## src/sv/style_property_table_set_macros.svh

```systemverilog
// Assertion helpers for the RTL
`ifndef STYLE_PROPERTY_TABLE_SET_MACROS_SVH
`define STYLE_PROPERTY_TABLE_SET_MACROS_SVH

// same-cycle implication
`define SPTS_ASSERT_NOW(label, clk, rst_n, ante, cons, msg) \
    label: assert property (@(posedge clk) disable iff (!rst_n) (ante) |-> (cons)) \
        else $error(msg);

// next-cycle implication
`define SPTS_ASSERT_NXT(label, clk, rst_n, ante, cons, msg) \
    label: assert property (@(posedge clk) disable iff (!rst_n) (ante) |=> (cons)) \
        else $error(msg);

`endif

```

## src/sv/spts_pkg.sv

```systemverilog
package spts_pkg;

    typedef enum logic [2:0] {
        ST_UPDATED  = 3'd0,
        ST_APPENDED = 3'd1,
        ST_FULL     = 3'd2,
        ST_CONSTANT = 3'd3,
        ST_INVALID  = 3'd4
    } t_status;

    typedef enum logic [1:0] {
        S_IDLE,
        S_SCAN,
        S_WB
    } t_state;

    typedef enum logic [1:0] {
        CLS_SEARCH,
        CLS_CONST,
        CLS_INVALID
    } t_cls;

    // request travelling along the cell chain
    typedef struct packed {
        logic        tok;
        logic [7:0]  key;
        logic [31:0] value;
        logic        hit;
    } t_link;

endpackage

```

## src/sv/spts_req_if.sv

```systemverilog
interface spts_req_if;
    logic        valid;
    logic        ready;
    logic [7:0]  property_key;
    logic [31:0] property_value;
    logic [4:0]  group_bit;

    modport source (output valid, property_key, property_value, group_bit, input ready);
    modport sink   (input valid, property_key, property_value, group_bit, output ready);
endinterface

```

## src/sv/spts_rsp_if.sv

```systemverilog
interface spts_rsp_if;
    logic        valid;
    logic        ready;
    logic [2:0]  status;
    logic [4:0]  entry_total;
    logic [31:0] group_mask_out;

    modport source (output valid, status, entry_total, group_mask_out, input ready);
    modport sink   (input valid, status, entry_total, group_mask_out, output ready);
endinterface

```

## src/sv/spts_cell.sv

```systemverilog
module spts_cell (
    input  logic            i_clk,
    input  logic            i_rst_n,
    input  logic            i_occupied,
    input  spts_pkg::t_link i_link,
    input  logic            i_app_we,
    input  logic [7:0]      i_app_key,
    input  logic [31:0]     i_app_value,
    output spts_pkg::t_link o_link
);
    import spts_pkg::*;

    logic        r_tok;
    logic [7:0]  r_lkey;
    logic [31:0] r_lvalue;
    logic        r_lhit;
    logic [7:0]  r_key;
    logic [31:0] r_value;
    logic        match;

    // keys are unique in the table, so at most one cell ever matches
    assign match = i_link.tok && !i_link.hit && i_occupied && (r_key == i_link.key);

    always_ff @(posedge i_clk) begin
        if (!i_rst_n) begin
            r_tok <= 1'b0;
        end else begin
            r_tok <= i_link.tok;
        end
    end

    always_ff @(posedge i_clk) begin
        r_lkey   <= i_link.key;
        r_lvalue <= i_link.value;
        r_lhit   <= i_link.hit || match;
    end

    always_ff @(posedge i_clk) begin
        if (i_app_we) begin
            r_key   <= i_app_key;
            r_value <= i_app_value;
        end else if (match) begin
            r_value <= i_link.value;
        end
    end

    assign o_link = '{tok: r_tok, key: r_lkey, value: r_lvalue, hit: r_lhit};

endmodule

```

## src/sv/style_property_table_set.sv

```systemverilog
// Channel   Dir  Payload                                      Transaction when
// i_req     in   property_key, property_value, group_bit      valid && ready
// o_rsp     out  status, entry_total, group_mask_out          valid && ready
// i_cfg_we  in   i_cfg_wdata (style_is_constant)              i_cfg_we high
// A searched request is injected into the chain, hops through every cell of the
// chain in turn, then passes a write-back step and returns to idle. Rejected
// requests go straight from idle to the write-back step.
// One request at a time; a waiting result does not block the next transaction.
// A stalled output holds the write-back step until the result register frees.
// Reset is synchronous, active low; it empties the table and clears the mask.
`include "style_property_table_set_macros.svh"

module style_property_table_set #(
    parameter int TABLE_DEPTH = 16
) (
    input  logic       i_clk,
    input  logic       i_rst_n,
    input  logic       i_cfg_we,
    input  logic       i_cfg_wdata,
    spts_req_if.sink   i_req,
    spts_rsp_if.source o_rsp
);
    import spts_pkg::*;

    localparam int CW = $clog2(TABLE_DEPTH + 1);

    t_state      r_state, n_state;
    t_cls        r_cls;
    logic        r_const;
    logic [CW-1:0] r_count, n_count;
    logic [31:0] r_mask, n_mask;
    logic [7:0]  r_key;
    logic [31:0] r_val;
    logic [4:0]  r_grp;
    logic        r_hit;
    logic        r_inj;
    logic        r_o_valid;
    t_status     r_status, n_status;
    logic [4:0]  r_total;
    logic [31:0] r_omask;

    logic        req_acc;
    logic        out_free;
    logic        wb_go;
    logic        do_app;
    logic        cap_hit;
    t_link       link [0:TABLE_DEPTH];
    logic [TABLE_DEPTH-1:0] tok_vec;

    assign req_acc  = i_req.valid && i_req.ready;
    assign out_free = !r_o_valid || o_rsp.ready;
    assign link[0]  = '{tok: r_inj, key: r_key, value: r_val, hit: 1'b0};

    always_comb begin
        n_state  = r_state;
        wb_go    = 1'b0;
        cap_hit  = 1'b0;
        i_req.ready = 1'b0;
        case (r_state)
            S_IDLE: begin
                i_req.ready = 1'b1;
                if (i_req.valid) begin
                    if (r_const || (i_req.property_key == 8'd0)) begin
                        n_state = S_WB;
                    end else begin
                        n_state = S_SCAN;
                    end
                end
            end
            S_SCAN: begin
                if (link[TABLE_DEPTH].tok) begin
                    cap_hit = 1'b1;
                    n_state = S_WB;
                end
            end
            S_WB: begin
                if (out_free) begin
                    wb_go   = 1'b1;
                    n_state = S_IDLE;
                end
            end
            default: n_state = S_IDLE;
        endcase
    end

    always_comb begin
        do_app = 1'b0;
        case (r_cls)
            CLS_CONST:   n_status = ST_CONSTANT;
            CLS_INVALID: n_status = ST_INVALID;
            default: begin
                if (r_hit) begin
                    n_status = ST_UPDATED;
                end else if (r_count == CW'(TABLE_DEPTH)) begin
                    n_status = ST_FULL;
                end else begin
                    n_status = ST_APPENDED;
                    do_app   = wb_go;
                end
            end
        endcase
        n_count = r_count + CW'(do_app);
        n_mask  = do_app ? (r_mask | (32'd1 << r_grp)) : r_mask;
    end

    always_ff @(posedge i_clk) begin
        if (!i_rst_n) begin
            r_state   <= S_IDLE;
            r_const   <= 1'b0;
            r_count   <= '0;
            r_mask    <= '0;
            r_inj     <= 1'b0;
            r_o_valid <= 1'b0;
        end else begin
            r_state <= n_state;
            r_count <= n_count;
            r_mask  <= n_mask;
            r_inj   <= req_acc && !r_const && (i_req.property_key != 8'd0);
            if (i_cfg_we) begin
                r_const <= i_cfg_wdata;
            end
            if (wb_go) begin
                r_o_valid <= 1'b1;
            end else if (o_rsp.ready) begin
                r_o_valid <= 1'b0;
            end
        end
    end

    always_ff @(posedge i_clk) begin
        if (req_acc) begin
            r_key <= i_req.property_key;
            r_val <= i_req.property_value;
            r_grp <= i_req.group_bit;
            if (r_const) begin
                r_cls <= CLS_CONST;
            end else if (i_req.property_key == 8'd0) begin
                r_cls <= CLS_INVALID;
            end else begin
                r_cls <= CLS_SEARCH;
            end
        end
        if (cap_hit) begin
            r_hit <= link[TABLE_DEPTH].hit;
        end
        if (wb_go) begin
            r_status <= n_status;
            r_total  <= 5'(n_count);
            r_omask  <= n_mask;
        end
    end

    for (genvar gi = 0; gi < TABLE_DEPTH; gi++) begin : g_cell
        spts_cell u_cell (
            .i_clk       (i_clk),
            .i_rst_n     (i_rst_n),
            .i_occupied  (CW'(gi) < r_count),
            .i_link      (link[gi]),
            .i_app_we    (do_app && (r_count == CW'(gi))),
            .i_app_key   (r_key),
            .i_app_value (r_val),
            .o_link      (link[gi+1])
        );
        assign tok_vec[gi] = link[gi+1].tok;
    end

    assign o_rsp.valid          = r_o_valid;
    assign o_rsp.status         = r_status;
    assign o_rsp.entry_total    = r_total;
    assign o_rsp.group_mask_out = r_omask;

    `SPTS_ASSERT_NOW(a_tok_single, i_clk, i_rst_n, 1'b1,
        $onehot0({tok_vec, r_inj}), "more than one request in the chain")
    `SPTS_ASSERT_NOW(a_idle_chain_empty, i_clk, i_rst_n, r_state == S_IDLE,
        $countones(tok_vec) == 0, "chain busy while idle")
    `SPTS_ASSERT_NOW(a_count_bound, i_clk, i_rst_n, 1'b1,
        r_count <= CW'(TABLE_DEPTH), "entry count beyond table depth")
    `SPTS_ASSERT_NXT(a_append_mask, i_clk, i_rst_n, do_app,
        r_mask != 32'd0 && r_count != '0, "append left mask or count empty")

endmodule
```

## src/flat_wrapper.sv

```systemverilog
// flat-port wrapper written by rule: the top's interface ports become plain ports
module style_property_table_set_flat import spts_pkg::*;
#(
    parameter int TABLE_DEPTH = 16
)
  (i_clk, i_rst_n, i_cfg_we, i_cfg_wdata, i_req_valid, i_req_property_key, i_req_property_value, i_req_group_bit, i_req_ready, o_rsp_valid, o_rsp_status, o_rsp_entry_total, o_rsp_group_mask_out, o_rsp_ready);
  spts_req_if i_req_i ();
  spts_rsp_if o_rsp_i ();
  input  logic i_clk;
  input  logic i_rst_n;
  input  logic i_cfg_we;
  input  logic i_cfg_wdata;
  input wire logic [$bits(i_req_i.valid)-1:0] i_req_valid;
  input wire logic [$bits(i_req_i.property_key)-1:0] i_req_property_key;
  input wire logic [$bits(i_req_i.property_value)-1:0] i_req_property_value;
  input wire logic [$bits(i_req_i.group_bit)-1:0] i_req_group_bit;
  output wire logic [$bits(i_req_i.ready)-1:0] i_req_ready;
  output wire logic [$bits(o_rsp_i.valid)-1:0] o_rsp_valid;
  output wire logic [$bits(o_rsp_i.status)-1:0] o_rsp_status;
  output wire logic [$bits(o_rsp_i.entry_total)-1:0] o_rsp_entry_total;
  output wire logic [$bits(o_rsp_i.group_mask_out)-1:0] o_rsp_group_mask_out;
  input wire logic [$bits(o_rsp_i.ready)-1:0] o_rsp_ready;
  assign i_req_i.valid = i_req_valid;
  assign i_req_i.property_key = i_req_property_key;
  assign i_req_i.property_value = i_req_property_value;
  assign i_req_i.group_bit = i_req_group_bit;
  assign i_req_ready = i_req_i.ready;
  assign o_rsp_valid = o_rsp_i.valid;
  assign o_rsp_status = o_rsp_i.status;
  assign o_rsp_entry_total = o_rsp_i.entry_total;
  assign o_rsp_group_mask_out = o_rsp_i.group_mask_out;
  assign o_rsp_i.ready = o_rsp_ready;
  style_property_table_set #(.TABLE_DEPTH(TABLE_DEPTH)) u_core (.i_clk(i_clk), .i_rst_n(i_rst_n), .i_cfg_we(i_cfg_we), .i_cfg_wdata(i_cfg_wdata), .i_req(i_req_i), .o_rsp(o_rsp_i));
endmodule
```

## config.mk

```make
export PLATFORM = sky130hd
export DESIGN_NAME = style_property_table_set_flat
export DESIGN_NICKNAME = d
export VERILOG_FILES = /design/src/sv/spts_pkg.sv /design/src/sv/spts_req_if.sv /design/src/sv/spts_rsp_if.sv /design/src/sv/spts_cell.sv /design/src/sv/style_property_table_set.sv /design/src/flat_wrapper.sv
export VERILOG_INCLUDE_DIRS = /design/src /design/src/sv
export SDC_FILE = /design/constraint.sdc
export NUM_CORES = 1
export LEC_CHECK = 0
export ABC_CLOCK_PERIOD_IN_PS = 3200
export BUFFER_PORTS_ARGS = -buffer_cell sky130_fd_sc_hd__buf_4
export CORE_AREA = 2 2 115 228
export CTS_CLUSTER_SIZE = 12
export DETAILED_ROUTE_END_ITERATION = 8
export DIE_AREA = 0 0 117 230
export PLACE_DENSITY = 0.66
export SLEW_MARGIN = 40
export SYNTH_ARGS = -nofsm -noshare
export SYNTH_HDL_FRONTEND = slang
export SYNTH_SLANG_ARGS = --single-unit
```

## constraint.sdc

```tcl
create_clock -name i_clk -period 3.2 [get_ports i_clk]
set_input_delay 0.48 -clock i_clk [delete_from_list [all_inputs] [get_ports i_clk]]
set_output_delay 0.48 -clock i_clk [all_outputs]
set_load 0.03 [all_outputs]
```

==> results.sh <==
export IMPL_status="completed"
export IMPL_worst_setup_path_end_kind="flop"
export IMPL_layout_common_cells="194 x dfxtp_1, 184 x edfxtp_1, 78 x buf_4"
export IMPL_ys_seq_area_share_pct=75.9
export IMPL_numCtsBuffers=37
export IMPL_min_period_over_period_pct=76.7
export IMPL_core_area_um2=25100
export IMPL_grt_pass1_vias=6735
export IMPL_grt_util_all_layers_pct=18.4
export IMPL_p_int_mw=7.57
export IMPL_grt_start_max_net_pins=75
export IMPL_cts_hold_buffers_added=0
export IMPL_clock_root_buffer="clkbuf_16"
export IMPL_drive_gt1_share_pct=14.2
export IMPL_drc=0
export IMPL_wirelength_mm=24.2
export IMPL_ys_async_sr_fraction_pct=0
export IMPL_synth_top_area_cell="edfxtp_1"
export IMPL_hp_class="input pin to flop"
export IMPL_crit_arrival_ns=2.60
export IMPL_synth_xor_area_share_pct=9.25
export IMPL_power_leakage_nw=5.19
export IMPL_max_slew_margin_pct=46.3
export IMPL_post_cts_setup_buffers=0
export IMPL_vias=6487
export IMPL_start_util_pct=49.3
export IMPL_first_pass_iters=5
export IMPL_synthesis_area_um2=12400
export IMPL_hold_viol=0
export IMPL_n_antenna_cell=0
export IMPL_synth_top_area_share_pct=44.6
export IMPL_die_y_um=230
export IMPL_avgRoutedWirePerCell_um=18.9
export IMPL_crit_type="flop to flop"
export IMPL_rows=82
export IMPL_ys_ff_latch=378
export IMPL_p_seq_share_pct=55.8
export IMPL_mostFrequentLayoutCell="dfxtp_1"
export IMPL_synthSimpleGateAreaFrac_pct=7.55
export IMPL_p_sw_share_pct=20.4
export IMPL_fin_area_um2=14500
export IMPL_slew_violations=0
export IMPL_drt_initial_drc_count=376
export IMPL_htreeDepth=2
export IMPL_io_pins=93
export IMPL_synthAdderAreaFrac_pct=0.404
export IMPL_cts_resized=0
export IMPL_synth_cell_type_count=40
export IMPL_switchingPower_mw=1.94
export IMPL_synth_area_mux_share_pct=0.0807
export IMPL_vias_per_cell=5.07
export IMPL_synth_area_per_cell_um2=15.1
export IMPL_fin_crit_ns=2.46
export IMPL_max_vdd_ir_drop_mv=0.375
export IMPL_gp_congestion=0.789
export IMPL_synth_nets=878
export IMPL_clk_path_buf_depth=3
export IMPL_ant_nets=0
export IMPL_max_cap_viol_count=0
export IMPL_critPathMaxFanout=8
export IMPL_worst_slew_pin_slew_ns=0.806
export IMPL_setup_tns_ns=0
export IMPL_final_setup_viol_count=0
export IMPL_combPwrFrac_pct=2.8
export IMPL_clk_pin_slew_ns=0.06
export IMPL_synthToLayoutAreaGrowth_pct=16.6
export IMPL_synth_compound_area_share_pct=5.74
export IMPL_clk_insertion_delay_late_ns=0.51
export IMPL_hpwl_mm=16.6
export IMPL_cts_num_sinks=378
export IMPL_synth_edf_count=184
export IMPL_worstPathRequired_ns=3.34
export IMPL_die_w_um=117
export IMPL_grt_pass1_wl_mm=36.7
export IMPL_fmax_mhz=407
export IMPL_synth_main_ff_cell="dfxtp_1"
export IMPL_num_fill_cells=1974
export IMPL_p_per_area_nw_per_um2=658
export IMPL_clock_power_share_pct=41.4
export IMPL_crit_path_start_kind="flop"
export IMPL_ys_warn_count=0
export IMPL_dieArea_um2=26900
export IMPL_tritoncts="yes"
export IMPL_synthCells=823
export IMPL_antenna_found_initial=0
export IMPL_grt_overflow=0
export IMPL_synthTopCellsByArea="edfxtp_1 45%, dfxtp_1 31%, xnor2_1 5.0%"
export IMPL_rsz0062_at_grt="no"
export IMPL_synth_top_family_by_area="XOR/XNOR gates"
export IMPL_dpl_cell_area_um2=13300
export IMPL_port_buffers=60
export IMPL_nets=972
export IMPL_fin_worst_skew_ns=0.0115
==> metal layers <==
layer | share of wire [%] | global-route usage [%] | vias up
li1 | - | - | 3139
met1 | 34 | 17.8 | 3172
met2 | 60 | 37.2 | 125
met3 | 3.0 | 2.64 | 51
met4 | 3.3 | 6.95 | 0
met5 | 0 | 0 | -
==> worst paths after layout <==
path / end / from / cells past startpoint / slack (ns)
setup / recovery: u_core.g_cell[5].u_cell.r_key[7] / u_core.r_cls[1] / 5 / 0.74
hold / removal: u_core.r_grp[4] / i_req_group_bit[4] / 1 / 0.15
hold reg to reg: u_core.g_cell[1].u_cell.r_lkey[6] / u_core.g_cell[0].u_cell.r_lkey[6] / 0 / 0.35
setup reg to reg: u_core.g_cell[5].u_cell.r_key[7] / u_core.r_cls[1] / 5 / 0.74
==> registers in the layout, summed over array words and instances (netlist names) <==
register and flops:
u_core.r_hit 1, u_core.g_cell.u_cell.r_tok 16, u_core.g_cell.u_cell.r_lhit 16, u_core.r_mask 32, u_core.r_const 1, u_core.r_count 5, u_core.o_rsp.status 3, u_core.g_cell.u_cell.r_key 128
u_core.r_state 2, u_core.o_rsp.entry_total 5, u_core.r_inj 1, u_core.r_grp 5, u_core.o_rsp.group_mask_out 32, u_core.r_cls 2, u_core.o_rsp.valid 1, u_core.r_key 8
u_core.g_cell.u_cell.r_lkey 120
==> power groups by stage <==
| stage | sequential [mW] | clock, mW | combinational (mW) |
|---|---|---|---|
| after global routing | 5.32 | 4.20 | 0.294 |
| after detailed placement | 5.43 | 0 | 0.242 |
| after global placement | 5.43 | 0 | 0.233 |
| after floorplan | 5.40 | 0 | 0.141 |
| final | 5.31 | 3.93 | 0.269 |
| after CTS | 5.33 | 4.03 | 0.244 |
==> per-stage QoR <==
stage	power, mW	cells	utilization (%)	hold slack (ns)	setup slack [ns]
after global routing	9.81	1279	57.5	0.142	0.491
after CTS	9.61	1274	57.3	0.135	0.743
final	9.51	1279	57.5	0.146	0.744
after floorplan	5.54	823	-	0.349	0.458
after global placement	5.67	1208	52.9	0.351	0.790
after detailed placement	5.68	1209	53.0	0.354	0.744
==> cell usage after synthesis (2+ instances only) <==
cell type  instances
a2111oi_0          3
clkbuf_1          23
and3_1             3
o21ai_1           26
nor2b_1            7
o21ai_0            8
nand3_1           23
dfxtp_1          194
a31oi_1            2
nor2_1            24
nor3b_1            3
nand4_1           10
nand2_1           44
xnor2_1           71
nor3_2             2
nor3_1             5
or2_1              2
a31o_1            33
a21oi_1            5
edfxtp_1         184
xor2_1            60
and2_1            25
ha_1               4
a41o_1            14
buf_2              4
or3_1              3
nor4_1            19
inv_1              4
nand2b_1           7
==> worst max-delay path, stage by stage, from the launching register on <==
cell and delay, ns:
edfxtp_1 0.39, ha_1 0.31, nand2b_1 0.10, nor3_2 0.47, nand3_1 0.23, nor2_1 0.58
==> cell families (layout without fill, tap and decap cells) <==
family | after synthesis | after routing
and+or+nand+nor | 179 | 179
adders and majority gates | 4 | 4
buffers and inverters | 33 | 153
DFF | 378 | 378
muxes | 1 | 1
xor gates and xnor gates | 131 | 131
AOI/OAI and AO/OA | 97 | 97
==> area by class of cell <==
cell class	instances	area, um2	share of cell area [%]
Sequential cell	378	9410	65.1
Multi-Input combinational cell	412	2880	19.9
Clock buffer	63	1070	7.38
Timing Repair Buffer	84	653	4.52
Tap cell	336	420	2.91
Clock inverter	2	15.0	0.104
Inverter	4	15.0	0.104
Note: power is estimated with default switching activity, not from simulation.
